$ cat config.mk
export PLATFORM = sky130hd
export DESIGN_NAME = shortest_hop_path_planner
export DESIGN_NICKNAME = d
export VERILOG_FILES = /design/src/hw/rtl/shp_pkg.sv /design/src/hw/rtl/shp_ctrl.sv /design/src/hw/rtl/shp_datapath.sv /design/src/hw/rtl/shortest_hop_path_planner.sv
export SDC_FILE = /design/constraint.sdc
export NUM_CORES = 2
export LEC_CHECK = 0
export BUFFER_PORTS_ARGS = -buffer_cell sky130_fd_sc_hd__buf_2
export CORE_ASPECT_RATIO = 1.1
export CORE_UTILIZATION = 30
export CTS_CLUSTER_DIAMETER = 150
export DETAILED_ROUTE_END_ITERATION = 10
export PLACE_DENSITY_LB_ADDON = 0.1
export SKIP_CTS_REPAIR_TIMING = 1
export SYNTH_ARGS = -nofsm -noshare
export SYNTH_HDL_FRONTEND = slang
export SYNTH_SLANG_ARGS = --single-unit
$ cat constraint.sdc
create_clock -name clk -period 7.05 [get_ports clk]
set_input_delay 0.3525 -clock clk [delete_from_list [all_inputs] [get_ports clk]]
set_output_delay 0.3525 -clock clk [all_outputs]
set_load 0.02 [all_outputs]
$ cat src/hw/rtl/shp_pkg.sv
// Shared types and constants of the shortest-hop path planner.
package shp_pkg;

	localparam int NODE_W = 5;
	localparam int DIST_W = 6;
	localparam int REQ_W  = 2;

	localparam logic [REQ_W-1:0] REQ_ADD   = 2'd0;
	localparam logic [REQ_W-1:0] REQ_QUERY = 2'd1;
	localparam logic [REQ_W-1:0] REQ_CLEAR = 2'd2;

	typedef struct packed {
		logic take;
		logic clear;
		logic add_rd_a;
		logic add_wr_a;
		logic add_rd_b;
		logic add_wr_b;
		logic init;
		logic row_issue;
		logic walk_step;
		logic emit;
	} shp_cmd_t;

	typedef struct packed {
		logic edge_ok;
		logic end_ok;
		logic pass_end;
		logic pass_changed;
		logic walk_more;
		logic emit_last;
	} shp_sts_t;

endpackage

$ cat src/hw/rtl/shp_ctrl.sv
// Controller state machine of the shortest-hop path planner.
module shp_ctrl
	import shp_pkg::*;
#(
	parameter int NUM_VERTICES = 32
) (
	input  logic             clk,
	input  logic             arst_n,
	input  logic             in_valid,
	input  logic [REQ_W-1:0] req_type,
	input  shp_sts_t         sts,
	output logic             in_stall,
	output shp_cmd_t         cmd
);

	localparam int PW = (NUM_VERTICES > 2) ? $clog2(NUM_VERTICES - 1) : 1;
	localparam logic [PW-1:0] LAST_PASS = PW'(NUM_VERTICES - 2);

	localparam logic [3:0] ST_IDLE     = 4'd0;
	localparam logic [3:0] ST_ADD_RD_A = 4'd1;
	localparam logic [3:0] ST_ADD_WR_A = 4'd2;
	localparam logic [3:0] ST_ADD_RD_B = 4'd3;
	localparam logic [3:0] ST_ADD_WR_B = 4'd4;
	localparam logic [3:0] ST_INIT     = 4'd5;
	localparam logic [3:0] ST_RELAX    = 4'd6;
	localparam logic [3:0] ST_WALK     = 4'd7;
	localparam logic [3:0] ST_EMIT     = 4'd8;

	logic [3:0]    state_q;
	logic [3:0]    state_d;
	logic [PW-1:0] pass_q;
	logic          relax_done;

	assign in_stall   = (state_q != ST_IDLE);
	assign relax_done = sts.pass_end && (!sts.pass_changed || pass_q == LAST_PASS);

	always_comb begin
		cmd     = '0;
		state_d = state_q;
		unique case (state_q)
			ST_IDLE: begin
				if (in_valid) begin
					cmd.take = 1'b1;
					unique case (req_type)
						REQ_ADD: begin
							if (sts.edge_ok) begin
								state_d = ST_ADD_RD_A;
							end
						end
						REQ_QUERY: begin
							state_d = sts.end_ok ? ST_INIT : ST_WALK;
						end
						REQ_CLEAR: begin
							cmd.clear = 1'b1;
						end
						default: begin
							state_d = ST_IDLE;
						end
					endcase
				end
			end
			ST_ADD_RD_A: begin
				cmd.add_rd_a = 1'b1;
				state_d      = ST_ADD_WR_A;
			end
			ST_ADD_WR_A: begin
				cmd.add_wr_a = 1'b1;
				state_d      = ST_ADD_RD_B;
			end
			ST_ADD_RD_B: begin
				cmd.add_rd_b = 1'b1;
				state_d      = ST_ADD_WR_B;
			end
			ST_ADD_WR_B: begin
				cmd.add_wr_b = 1'b1;
				state_d      = ST_IDLE;
			end
			ST_INIT: begin
				cmd.init = 1'b1;
				state_d  = ST_RELAX;
			end
			ST_RELAX: begin
				// stop issuing rows once the pass that ends here is the final one
				cmd.row_issue = !relax_done;
				if (relax_done) begin
					state_d = ST_WALK;
				end
			end
			ST_WALK: begin
				cmd.walk_step = 1'b1;
				if (!sts.walk_more) begin
					state_d = ST_EMIT;
				end
			end
			ST_EMIT: begin
				cmd.emit = 1'b1;
				if (sts.emit_last) begin
					state_d = ST_IDLE;
				end
			end
			default: begin
				state_d = ST_IDLE;
			end
		endcase
	end

	always_ff @(posedge clk or negedge arst_n) begin
		if (!arst_n) begin
			state_q <= ST_IDLE;
			pass_q  <= '0;
		end else begin
			state_q <= state_d;
			if (state_q == ST_INIT) begin
				pass_q <= '0;
			end else if (state_q == ST_RELAX && sts.pass_end) begin
				pass_q <= pass_q + 1'b1;
			end
		end
	end

`ifndef SYNTH
	a_pass_bound: assert property (@(posedge clk) disable iff (!arst_n)
		state_q == ST_RELAX |-> pass_q <= LAST_PASS)
		else $error("pass count beyond the last pass");

	a_init_to_relax: assert property (@(posedge clk) disable iff (!arst_n)
		state_q == ST_INIT |=> state_q == ST_RELAX)
		else $error("init not followed by relaxation");

	a_emit_hold: assert property (@(posedge clk) disable iff (!arst_n)
		state_q == ST_EMIT && !sts.emit_last |=> state_q == ST_EMIT)
		else $error("emission left before the last node");
`endif

endmodule

$ cat src/hw/rtl/shp_datapath.sv
// Datapath of the shortest-hop path planner: graph store, hop lanes, path buffer, output.
module shp_datapath
	import shp_pkg::*;
#(
	parameter int NUM_VERTICES = 32
) (
	input  logic              clk,
	input  logic              arst_n,
	input  shp_cmd_t          cmd,
	output shp_sts_t          sts,
	input  logic [NODE_W-1:0] node_a,
	input  logic [NODE_W-1:0] node_b,
	input  logic              out_stall,
	output logic              out_valid,
	output logic [NODE_W-1:0] path_node,
	output logic              last
);

	localparam int NV       = NUM_VERTICES;
	localparam int VW       = $clog2(NV);
	localparam int XW       = (VW > NODE_W) ? VW : NODE_W;
	localparam int PATH_MAX = (NV < (1 << NODE_W)) ? NV : (1 << NODE_W);
	localparam int BW       = $clog2(PATH_MAX);
	localparam logic [NV-1:0] ROW_ONE  = {{(NV - 1){1'b0}}, 1'b1};
	localparam logic [VW-1:0] LAST_ROW = VW'(NV - 1);
	localparam logic [BW-1:0] LAST_POS = BW'(PATH_MAX - 1);

	// request operands
	logic [NODE_W-1:0] a_q;
	logic [NODE_W-1:0] b_q;
	logic [XW-1:0]     a_x;
	logic [XW-1:0]     b_x;
	logic [VW-1:0]     a_idx;
	logic [VW-1:0]     b_idx;
	logic              a_ok;

	// adjacency store
	logic [NV-1:0] adj_q [NV];
	logic [NV-1:0] adj_vld_q;
	logic [NV-1:0] adj_rd_s1;
	logic          adj_rv_s1;
	logic [NV-1:0] adj_row;
	logic          adj_re;
	logic          adj_we;
	logic [VW-1:0] adj_raddr;
	logic [VW-1:0] adj_waddr;
	logic [VW-1:0] adj_other;
	logic [NV-1:0] adj_wdata;

	// relaxation lanes
	logic [DIST_W-1:0] dist_q [NV];
	logic [VW-1:0]     par_q [NV];
	logic [NV-1:0]     reach_q;
	logic [NV-1:0]     pvld_q;
	logic [VW-1:0]     rd_idx_q;
	logic              row_vld_s1;
	logic [VW-1:0]     row_idx_s1;
	logic [DIST_W:0]   cand;
	logic [NV-1:0]     upd;
	logic              row_chg;
	logic              chg_q;

	// path walk and emission
	logic [NODE_W-1:0] cur_q;
	logic [BW-1:0]     cnt_q;
	logic [XW-1:0]     cur_x;
	logic [VW-1:0]     cur_idx;
	logic              cur_ok;
	logic [XW-1:0]     par_x;
	logic [NODE_W-1:0] pbuf_q [PATH_MAX];
	logic [NODE_W-1:0] pb_rd_s1;
	logic              rd_pend_s1;
	logic              emit_rd;
	logic              emit_load;
	logic              out_free;
	logic              out_valid_q;
	logic [NODE_W-1:0] path_node_q;
	logic              last_q;

	assign a_x   = XW'(a_q);
	assign b_x   = XW'(b_q);
	assign a_idx = a_x[VW-1:0];
	assign b_idx = b_x[VW-1:0];
	assign a_ok  = int'(a_q) < NV;

	assign sts.edge_ok = (int'(node_a) < NV) && (int'(node_b) < NV);
	assign sts.end_ok  = int'(node_b) < NV;

	// graph store: one row per vertex, rows not written since clear read as empty
	assign adj_re    = cmd.add_rd_a | cmd.add_rd_b | cmd.row_issue;
	assign adj_raddr = cmd.row_issue ? rd_idx_q : (cmd.add_rd_b ? b_idx : a_idx);
	assign adj_we    = cmd.add_wr_a | cmd.add_wr_b;
	assign adj_waddr = cmd.add_wr_b ? b_idx : a_idx;
	assign adj_other = cmd.add_wr_b ? a_idx : b_idx;
	assign adj_row   = adj_rv_s1 ? adj_rd_s1 : '0;
	assign adj_wdata = adj_row | (ROW_ONE << adj_other);

	always_ff @(posedge clk) begin
		if (adj_we) begin
			adj_q[adj_waddr] <= adj_wdata;
		end
		if (adj_re) begin
			adj_rd_s1 <= adj_q[adj_raddr];
			adj_rv_s1 <= adj_vld_q[adj_raddr];
		end
	end

	// relax one row per cycle; every neighbor lane compares in parallel
	assign cand = {1'b0, dist_q[row_idx_s1]} + 1'b1;

	always_comb begin
		for (int j = 0; j < NV; j++) begin
			upd[j] = row_vld_s1 && reach_q[row_idx_s1] && adj_row[j]
				&& (!reach_q[j] || cand < {1'b0, dist_q[j]});
		end
	end

	assign row_chg          = |upd;
	assign sts.pass_end     = row_vld_s1 && (row_idx_s1 == LAST_ROW);
	assign sts.pass_changed = chg_q | row_chg;

	always_ff @(posedge clk) begin
		for (int j = 0; j < NV; j++) begin
			if (cmd.init) begin
				reach_q[j] <= a_ok && (a_idx == VW'(j));
				pvld_q[j]  <= 1'b0;
				if (a_ok && (a_idx == VW'(j))) begin
					dist_q[j] <= '0;
				end
			end else if (upd[j]) begin
				dist_q[j]  <= cand[DIST_W-1:0];
				reach_q[j] <= 1'b1;
				par_q[j]   <= row_idx_s1;
				pvld_q[j]  <= 1'b1;
			end
		end
		row_idx_s1 <= rd_idx_q;
	end

	// walk parents from the end node back to the start
	assign cur_x   = XW'(cur_q);
	assign cur_idx = cur_x[VW-1:0];
	assign cur_ok  = int'(cur_q) < NV;
	assign par_x   = XW'(par_q[cur_idx]);

	assign sts.walk_more = cur_ok && pvld_q[cur_idx] && (cnt_q != LAST_POS);

	// emit start first; one buffer read, then one load into the output register
	assign out_free      = !out_valid_q || !out_stall;
	assign emit_rd       = cmd.emit && !rd_pend_s1;
	assign emit_load     = cmd.emit && rd_pend_s1 && out_free;
	assign sts.emit_last = emit_load && (cnt_q == '0);

	always_ff @(posedge clk) begin
		if (cmd.walk_step) begin
			pbuf_q[cnt_q] <= cur_q;
		end
		if (emit_rd) begin
			pb_rd_s1 <= pbuf_q[cnt_q];
		end
	end

	always_ff @(posedge clk) begin
		if (cmd.take) begin
			a_q   <= node_a;
			b_q   <= node_b;
			cur_q <= node_b;
			cnt_q <= '0;
		end else if (cmd.walk_step && sts.walk_more) begin
			cur_q <= par_x[NODE_W-1:0];
			cnt_q <= cnt_q + 1'b1;
		end else if (emit_load) begin
			cnt_q <= cnt_q - 1'b1;
		end
		if (emit_load) begin
			path_node_q <= pb_rd_s1;
			last_q      <= (cnt_q == '0);
		end
	end

	always_ff @(posedge clk or negedge arst_n) begin
		if (!arst_n) begin
			adj_vld_q   <= '0;
			rd_idx_q    <= '0;
			row_vld_s1  <= 1'b0;
			chg_q       <= 1'b0;
			rd_pend_s1  <= 1'b0;
			out_valid_q <= 1'b0;
		end else begin
			if (cmd.clear) begin
				adj_vld_q <= '0;
			end else if (adj_we) begin
				adj_vld_q[adj_waddr] <= 1'b1;
			end

			if (cmd.init) begin
				rd_idx_q <= '0;
			end else if (cmd.row_issue) begin
				rd_idx_q <= (rd_idx_q == LAST_ROW) ? '0 : rd_idx_q + 1'b1;
			end
			row_vld_s1 <= cmd.row_issue;

			if (cmd.init || sts.pass_end) begin
				chg_q <= 1'b0;
			end else if (row_chg) begin
				chg_q <= 1'b1;
			end

			if (emit_rd) begin
				rd_pend_s1 <= 1'b1;
			end else if (emit_load) begin
				rd_pend_s1 <= 1'b0;
			end

			if (emit_load) begin
				out_valid_q <= 1'b1;
			end else if (!out_stall) begin
				out_valid_q <= 1'b0;
			end
		end
	end

	assign out_valid = out_valid_q;
	assign path_node = path_node_q;
	assign last      = last_q;

`ifndef SYNTH
	a_start_fixed: assert property (@(posedge clk) disable iff (!arst_n)
		row_vld_s1 && a_ok |-> reach_q[a_idx] && dist_q[a_idx] == '0 && !pvld_q[a_idx])
		else $error("start vertex lost its zero distance or gained a parent");

	a_read_in_emit: assert property (@(posedge clk) disable iff (!arst_n)
		rd_pend_s1 |-> cmd.emit)
		else $error("path buffer read pending outside emission");
`endif

endmodule

$ cat src/hw/rtl/shortest_hop_path_planner.sv
// Top level of the shortest-hop path planner: controller plus datapath.
// Add edge: taken, then a read-modify-write of both rows; an out-of-range node drops it.
// Clear graph: drops all row valid bits at once. Unknown request: taken and ignored.
// Query: an init step and a fill step, then relaxation passes of one adjacency row read
// per cycle, at most NUM_VERTICES-1 passes, then the parent walk and the emission of one
// node per output transfer; an out-of-range end node goes straight to the walk. Reset
// clears the graph and all control state; lane and buffer contents wait for a query.
module shortest_hop_path_planner
	import shp_pkg::*;
#(
	parameter int NUM_VERTICES = 32
) (
	input  logic              clk,
	input  logic              arst_n,
	// request channel
	input  logic              in_valid,
	output logic              in_stall,
	input  logic [REQ_W-1:0]  req_type,
	input  logic [NODE_W-1:0] node_a,
	input  logic [NODE_W-1:0] node_b,
	// path channel, one node per transfer, start first
	output logic              out_valid,
	input  logic              out_stall,
	output logic [NODE_W-1:0] path_node,
	output logic              last
);

	// The controller sequences requests: it stalls the request channel while an
	// edge write, a relaxation or a path emission is in progress. A query walks
	// rows in ascending order and advances pass by pass until a pass changes no
	// distance or the pass limit is hit; the parent chain is then walked from the
	// end node into a buffer and read back in reverse.
	shp_cmd_t cmd;
	shp_sts_t sts;

	shp_ctrl #(
		.NUM_VERTICES(NUM_VERTICES)
	) u_ctrl (
		.clk      (clk),
		.arst_n   (arst_n),
		.in_valid (in_valid),
		.req_type (req_type),
		.sts      (sts),
		.in_stall (in_stall),
		.cmd      (cmd)
	);

	// The datapath holds the graph rows, the per-vertex hop and parent lanes,
	// the path buffer and the output register. The last node of a path can sit in
	// the output register while the next request transfers in.
	shp_datapath #(
		.NUM_VERTICES(NUM_VERTICES)
	) u_datapath (
		.clk       (clk),
		.arst_n    (arst_n),
		.cmd       (cmd),
		.sts       (sts),
		.node_a    (node_a),
		.node_b    (node_b),
		.out_stall (out_stall),
		.out_valid (out_valid),
		.path_node (path_node),
		.last      (last)
	);

endmodule
======== Yosys cells after proc, flatten, opt, wreduce, memory -nomap -nowiden ========
Memory sizes are Yosys's and may differ from the RTL's. A register that Yosys moved wholly into a read port is not among the register bits.
Cells that the tools add are included.
word-level totals
  output and inout port bits .............. 8
  memories ................................ 4
  logic and storage cells ................. 749
  bits in writable memories ............... 1536
  bits in registers ....................... 146
memories
  memory             depth  width  read ports  clocked after memory_dff  write ports  line                source
  u_datapath.adj_q   32     32     1           1                         1            shp_datapath.sv:38  logic [NV-1:0] adj_q [NV];
  u_datapath.dist_q  32     6      33          1                         32           shp_datapath.sv:51  logic [DIST_W-1:0] dist_q [NV];
  u_datapath.par_q   32     5      1           1                         32           shp_datapath.sv:52  logic [VW-1:0] par_q [NV];
  u_datapath.pbuf_q  32     5      1           1                         1            shp_datapath.sv:70  logic [NODE_W-1:0] pbuf_q [PATH_MAX];
operators by class
  bitwise operators ....................... 38
  reductions and logical operators ........ 193
  magnitude comparators ................... 37
  shift operators ......................... 1
  equality and inequality tests ........... 51
  $add $sub $neg .......................... 5
  muxes and demuxes ....................... 340
operators by type and width
  cell                  count
  $mux 1                279
  $lt 7x6->1            32
  $mux 6                32
  $mux 32               3
  $eq 5x5->1 const B    19
  $reduce_bool 2->1     39
  $logic_and 1x1->1     75
  $mux 5                14
  $or 32x32->32         2
  $eq 5x4->1 const B    8
  $logic_not 1->1       37
  $or 1x1->1            36
  $logic_or 1x1->1      35
  $pmux 4 s8            1
  $reduce_or 32->1      1
  $shl 1x5->32 const A  1
  $lt 5x6->1 const B    4
  $eq 5x3->1 const B    4
  $eq 4x3->1 const B    4
  $mux 4                4
  $add 5x1->5 const B   3
  $bmux 1 s5            3
  $pmux 4 s3            1
  $eq 5x2->1 const B    2
  other kinds (19)      26

======== Logic depth before layout (Yosys ltp) ========
  depth in word-level cells ............... 15
  depth in mapped cells ................... 39
  depth with buffers taken out ............ 28

======== Modules after synthesis ========
Synthesis repeated with hierarchy kept, for this count alone.
second synthesis, totals
  cell total of the unflattened synthesis .. 4423
  area total of the unflattened synthesis .. 73758.2 um2
by module, submodules not included
  module        cells each  sequential area each (um2)  area each (um2)  instances
  shp_datapath  4349        50823.7                     73041.3          1
  shp_ctrl      74          225.2                       716.9            1

======== Worst setup path before layout ========
OpenSTA, ideal clock, no wires.
  path type ............................... register -> register
  from .................................... register u_datapath.row_idx_s1[1]
  to ...................................... register u_datapath.adj_rd_s1[0], read port of u_datapath.adj_q, enable pin
  path buffers ............................ 9
  cell stages (with the launch flop) ...... 32
  arrival time ............................ 7.204 ns
  clock period less this slack ............ 7.688 ns
  path slack .............................. -0.638 ns
  data required time ...................... 6.566 ns
  setup time .............................. 0.484 ns
  cells stage by stage .................... dfxtp_1 > buf_6 > buf_6 > buf_4 > buf_2 > nand3b_1 > nand4b_2 > nand2_4 > inv_4 > clkbuf_1 > clkbuf_1 > ha_1 > inv_1 > a311oi_4 > o211ai_4 > nand2_1 > clkbuf_1 > inv_1 > ha_1 > a21o_1 > a2111oi_0 > nor4_1 > and4_1 > o211ai_1 > o32ai_1 > a21oi_1 > nor4_1 > nand4_1 > o21ai_2 > buf_6 > clkbuf_1 > nand2_1
on the way
  word-level cells in the longest chain between the ends .. 13
  elaborated cells between the ends (all ways) .. 78
  classes of those cells .................. 1 x eq/ne; 4 x mux; 2 x bitwise; 71 x reduce/logical
ends and longest elaborated chain
  item                            line                 source
  start, declared                 shp_datapath.sv:57   logic [VW-1:0] row_idx_s1;
  start signal, assigned          shp_datapath.sv:137  row_idx_s1 <= rd_idx_q;
  $bmux 1 s5                      shp_datapath.sv:113  upd[j] = row_vld_s1 && reach_q[row_idx_s1] && adj_row[j]
  $mux 1 (implied by the code)    shp_datapath.sv:113
  $logic_and 1x1->1 (2 in a row)  shp_datapath.sv:113
  $logic_and 1x1->1               shp_datapath.sv:114  && (!reach_q[j] || cand < {1'b0, dist_q[j]});
  $reduce_or 32->1                shp_datapath.sv:118  assign row_chg = |upd;
  $or 1x1->1                      shp_datapath.sv:120  assign sts.pass_changed = chg_q | row_chg;
  $logic_not 1->1                 shp_ctrl.sv:35       assign relax_done = sts.pass_end && (!sts.pass_changed || pass_q == LAST_PASS);
  $logic_or 1x1->1                shp_ctrl.sv:35
  $logic_and 1x1->1 (*)           shp_ctrl.sv:35
  $logic_not 1->1 (*)             shp_ctrl.sv:84       cmd.row_issue = !relax_done;
  $mux 1 (*)                      shp_ctrl.sv:40       unique case (state_q)
  $or 1x1->1 (*)                  shp_datapath.sv:90   assign adj_re = cmd.add_rd_a | cmd.add_rd_b | cmd.row_issue;
  net u_datapath.adj_re           shp_datapath.sv:43   logic adj_re;
  end, declared                   shp_datapath.sv:40   logic [NV-1:0] adj_rd_s1;
Mark *: on every way through the listed nets, which the timed path passes. The rest lies on a longest branch. The select of a mux whose other input is x is not followed.
A chain may end at the register's enable or synchronous reset.

======== Final worst setup path ========
  from .................................... register u_datapath.row_idx_s1[0]
  to ...................................... register u_datapath.adj_rv_s1 (data pin)
on the way
  word-level cells in the longest chain between the ends .. 15
  elaborated cells between the ends (all ways) .. 79
  classes of those cells .................. 1 x eq/ne; 6 x mux; 1 x bitwise; 71 x reduce/logical
ends and longest elaborated chain
  item                              line                 source
  $bmux 1 s5                        shp_datapath.sv:113
  $mux 1 (implied by the code)      shp_datapath.sv:113
  $logic_and 1x1->1 (2 in a row)    shp_datapath.sv:113
  $logic_and 1x1->1                 shp_datapath.sv:114
  $reduce_or 32->1                  shp_datapath.sv:118
  $or 1x1->1                        shp_datapath.sv:120
  $logic_not 1->1                   shp_ctrl.sv:35
  $logic_or 1x1->1                  shp_ctrl.sv:35
  $logic_and 1x1->1 (*)             shp_ctrl.sv:35
  $logic_not 1->1 (*)               shp_ctrl.sv:84
  $mux 1 (*)                        shp_ctrl.sv:40
  $mux 5 (*)                        shp_datapath.sv:91   assign adj_raddr = cmd.row_issue ? rd_idx_q : (cmd.add_rd_b ? b_idx : a_idx);
  $bmux 1 s5 (*)                    shp_datapath.sv:104  adj_rv_s1 <= adj_vld_q[adj_raddr];
  $mux 1 (implied by the code) (*)  shp_datapath.sv:104
  end signal, assigned              shp_datapath.sv:104
  end, declared                     shp_datapath.sv:41   logic adj_rv_s1;
Mark *: on every way between the ends. The rest lies on a longest branch, timed or not. The select of a mux whose other input is x is not followed.

==> impl_metrics.ini <==
[synth]
synthesis.nets = 5269
yosysSeqAreaShare_pct = 69.1
synth_area_leaders = edfxtp_1 (66%), mux2i_1 (4.6%), mux4_2 (3.9%), nand2_1 (3.6%), a32oi_1 (3.1%)
muxShareOfSynthArea_pct = 8.89
synth_compound_area_share_pct = 7.42
synth_top_family_by_area = multiplexers
synth_cells = 5084
synth_warnings = 0
synth_edf_count = 1627
synth_xor_area_share_pct = 0.166
ys_ff_latch = 1724
synth_top_area_cell = edfxtp_1
synthAdderAreaFrac_pct = 2.87
synth-simple-area-share_pct = 8.27
netlist_area_sq_um = 73900
ys_top_cells_by_count = edfxtp_1 (1627), nand2_1 (701), nor2_1 (429), mux2i_1 (339), a32oi_1 (264)
synthArstFlopShare_pct = 2.90
syn_area_per_cell_sq_um = 14.5
synthFlopType = edfxtp_1
yosysUniqueCellTypes = 93
synth_top_cell_area_share_pct = 66.1
yosysMostFrequentCell = edfxtp_1

[routing]
drc = 0
wirelength_mm = 274
wl_met1_mm = 120
first_iter_violations = 3812
wl_met2_mm = 135
num_vias = 46600
antenna_left = 0
wl_per_cell_microns = 30.5
highest_layer = met5
firstDrtPassIters = 7
vias_per_cell = 5.18
wl_met3_mm = 11.2

[timing]
relSlewSlack_pct = 9.05
fin_tns_setup_ps = -249
worst_pin_slew_ps = 1360
setup_ws_ps = -84.1
skew_ps = 61.2
finalMaxSlewViolations = 0
period_minus_slack_ps = 7130
hold_viol = 0
clock.fmax_ghz = 0.140
setup_viol = 10
period_share_pct = 101
rsz0062_at_grt = true

[cts]
cts_max_path_buffers = 3
cts_sinks = 1724
htreeDepth = 4
clk_pin_slew_worst_paths_ps = 70
clk_latency_ps = 870
cts_root_buf = clkbuf_16
cts_tree = yes
numCtsBuffers = 192

[placed_design]
gp_congestion = 0.896
io_buffers = 23
dp_hpwl_mm = 172

[hold_path]
hold_depth = 5
min_from = req_type[0]
min_path_type = input port to flop

[die]
fp.dieW_microns = 475
num_rows = 190
num_io_pins = 24
initial_utilization_pct = 30.2
die_y_microns = 523
core_sq_um = 244000
die-area_sq_um = 248000

[critical_path]
slowest_delay_ps = 700
r2r-start = u_datapath.row_idx_s1[0]
cpMostUsedCell = buf_4
cp-end-kind = flop
cp_top_family = buffers and inverters
cp_max_fo = 10
crit_type = flop to flop
ff2ff_path_depth = 37
path_depth = 37
cp_slowest_cell = or4b_2
cp.required_ps = 7760
cp_num_buf_inv = 14
reg2reg_slack_ps = -80
arrival_ps = 7840
startpoint_type = flop
critPathLaunch = u_datapath.row_idx_s1[0]

[grt]
grt_pass1_vias = 46000
grt_overflow_total = 0
grt_max_degree = 71
grt_pass1_wl_mm = 371
antenna_found_initial = 7
grtUsageTotal_pct = 21.3

[power]
max-vdd-ir-drop_mv = 0.369
p_leak_nw = 32.3
fin_total_pwr_w = 0.0411
pwr_density_cell_nw_per_um2 = 457

[flow_run]
max-cap-violations = 0

[finish]
area_growth_pct = 21.9
drive_above_1_share_pct = 21.2
nets = 5750

[status]
status = finished with violations
violations = setup timing
## state kept, by name, summed over array words and instances (netlist names), 32 cells and up, named ones only
signal	count
u_datapath.adj_q	1024
u_datapath.dist_q	192
u_datapath.par_q	160
u_datapath.pbuf_q	160
u_datapath.adj_rd_s1	32
u_datapath.adj_vld_q	32
u_datapath.pvld_q	32
u_datapath.reach_q	32
## area by class of cell
cell class	count	area (sq um)
Clock buffer	241	5060
Antenna cell	3	7.51
Inverter	247	945
Fill cell	23400	154000
Tap cell	3264	4080
Clock inverter	109	1050
Sequential cell	1724	51100
Timing Repair Buffer	566	6090
Multi-Input combinational cell	2834	21800
## worst paths after layout
kind	endpoint
setup / recovery	u_datapath.adj_rv_s1
setup reg to reg	u_datapath.adj_rv_s1
min in group asynchronous	u_datapath.adj_vld_q[16]
max in group asynchronous	u_datapath.adj_vld_q[31]
hold reg to reg	u_datapath.path_node[1]
hold / removal	u_ctrl.state_q[2]
## tightest hold or removal path, stage by stage
cell and delay [ps]:
buf_2 130, nand2_1 60, o21ai_0 60, o21ai_0 160, o31ai_1 70
## cell families after synthesis
kind of cell             Yosys count
flip-flops                      1724
AND/OR/NAND/NOR                 1425
AO/OA/AOI/OAI                    732
buffers and inverters            528
multiplexers                     492
adder cells (fa/ha/maj)          169
XOR/XNOR                          14
## layer usage
layer	global-route usage (%)	vias up
met5	0	-
li1	-	20400
met2	36.4	1211
met4	5.80	6
met1	28.4	24600
met3	2.57	389
## cell usage in the layout, fill, tap and decap left out, types with 45 or more instances in the layout
cell type  count
o21ai_0      121
clkbuf_16    222
nor2_1       396
ha_1         161
buf_12        81
nand4_1       80
a32oi_1      232
mux2i_1      314
inv_1        241
nand2_1      689
a21oi_1       49
o21a_1        50
mux4_2       129
dfrtp_1       50
clkbuf_1      45
buf_4        373
edfxtp_1    1627
## metrics by stage
step | instance area (sq um) | cells | utilization, % | hold WS [ps] | setup WS, ps
detailed placement | 81400 | 8524 | 33.3 | 406 | -559
floorplan | 74000 | 5084 | - | 56.9 | 38.9
finish | 90100 | 8988 | 36.9 | 17.9 | -84.1
global placement | 81400 | 8524 | 33.3 | 401 | -639
CTS | 87500 | 8874 | 35.8 | -408 | -575
global route | 90100 | 8986 | 36.9 | 65.8 | -287
## where the power goes
part / leakage [nW] / total [W] / internal, W / switching, W
combinational: 13.6 / 0.0171 / 0.00642 / 0.0107
sequential: 15.8 / 0.0141 / 0.0135 / 0.000674
clock: 2.98 / 0.00988 / 0.00552 / 0.00436
total: 32.3 / 0.0411 / 0.0254 / 0.0157
Note: power is estimated with default switching activity, not from simulation.
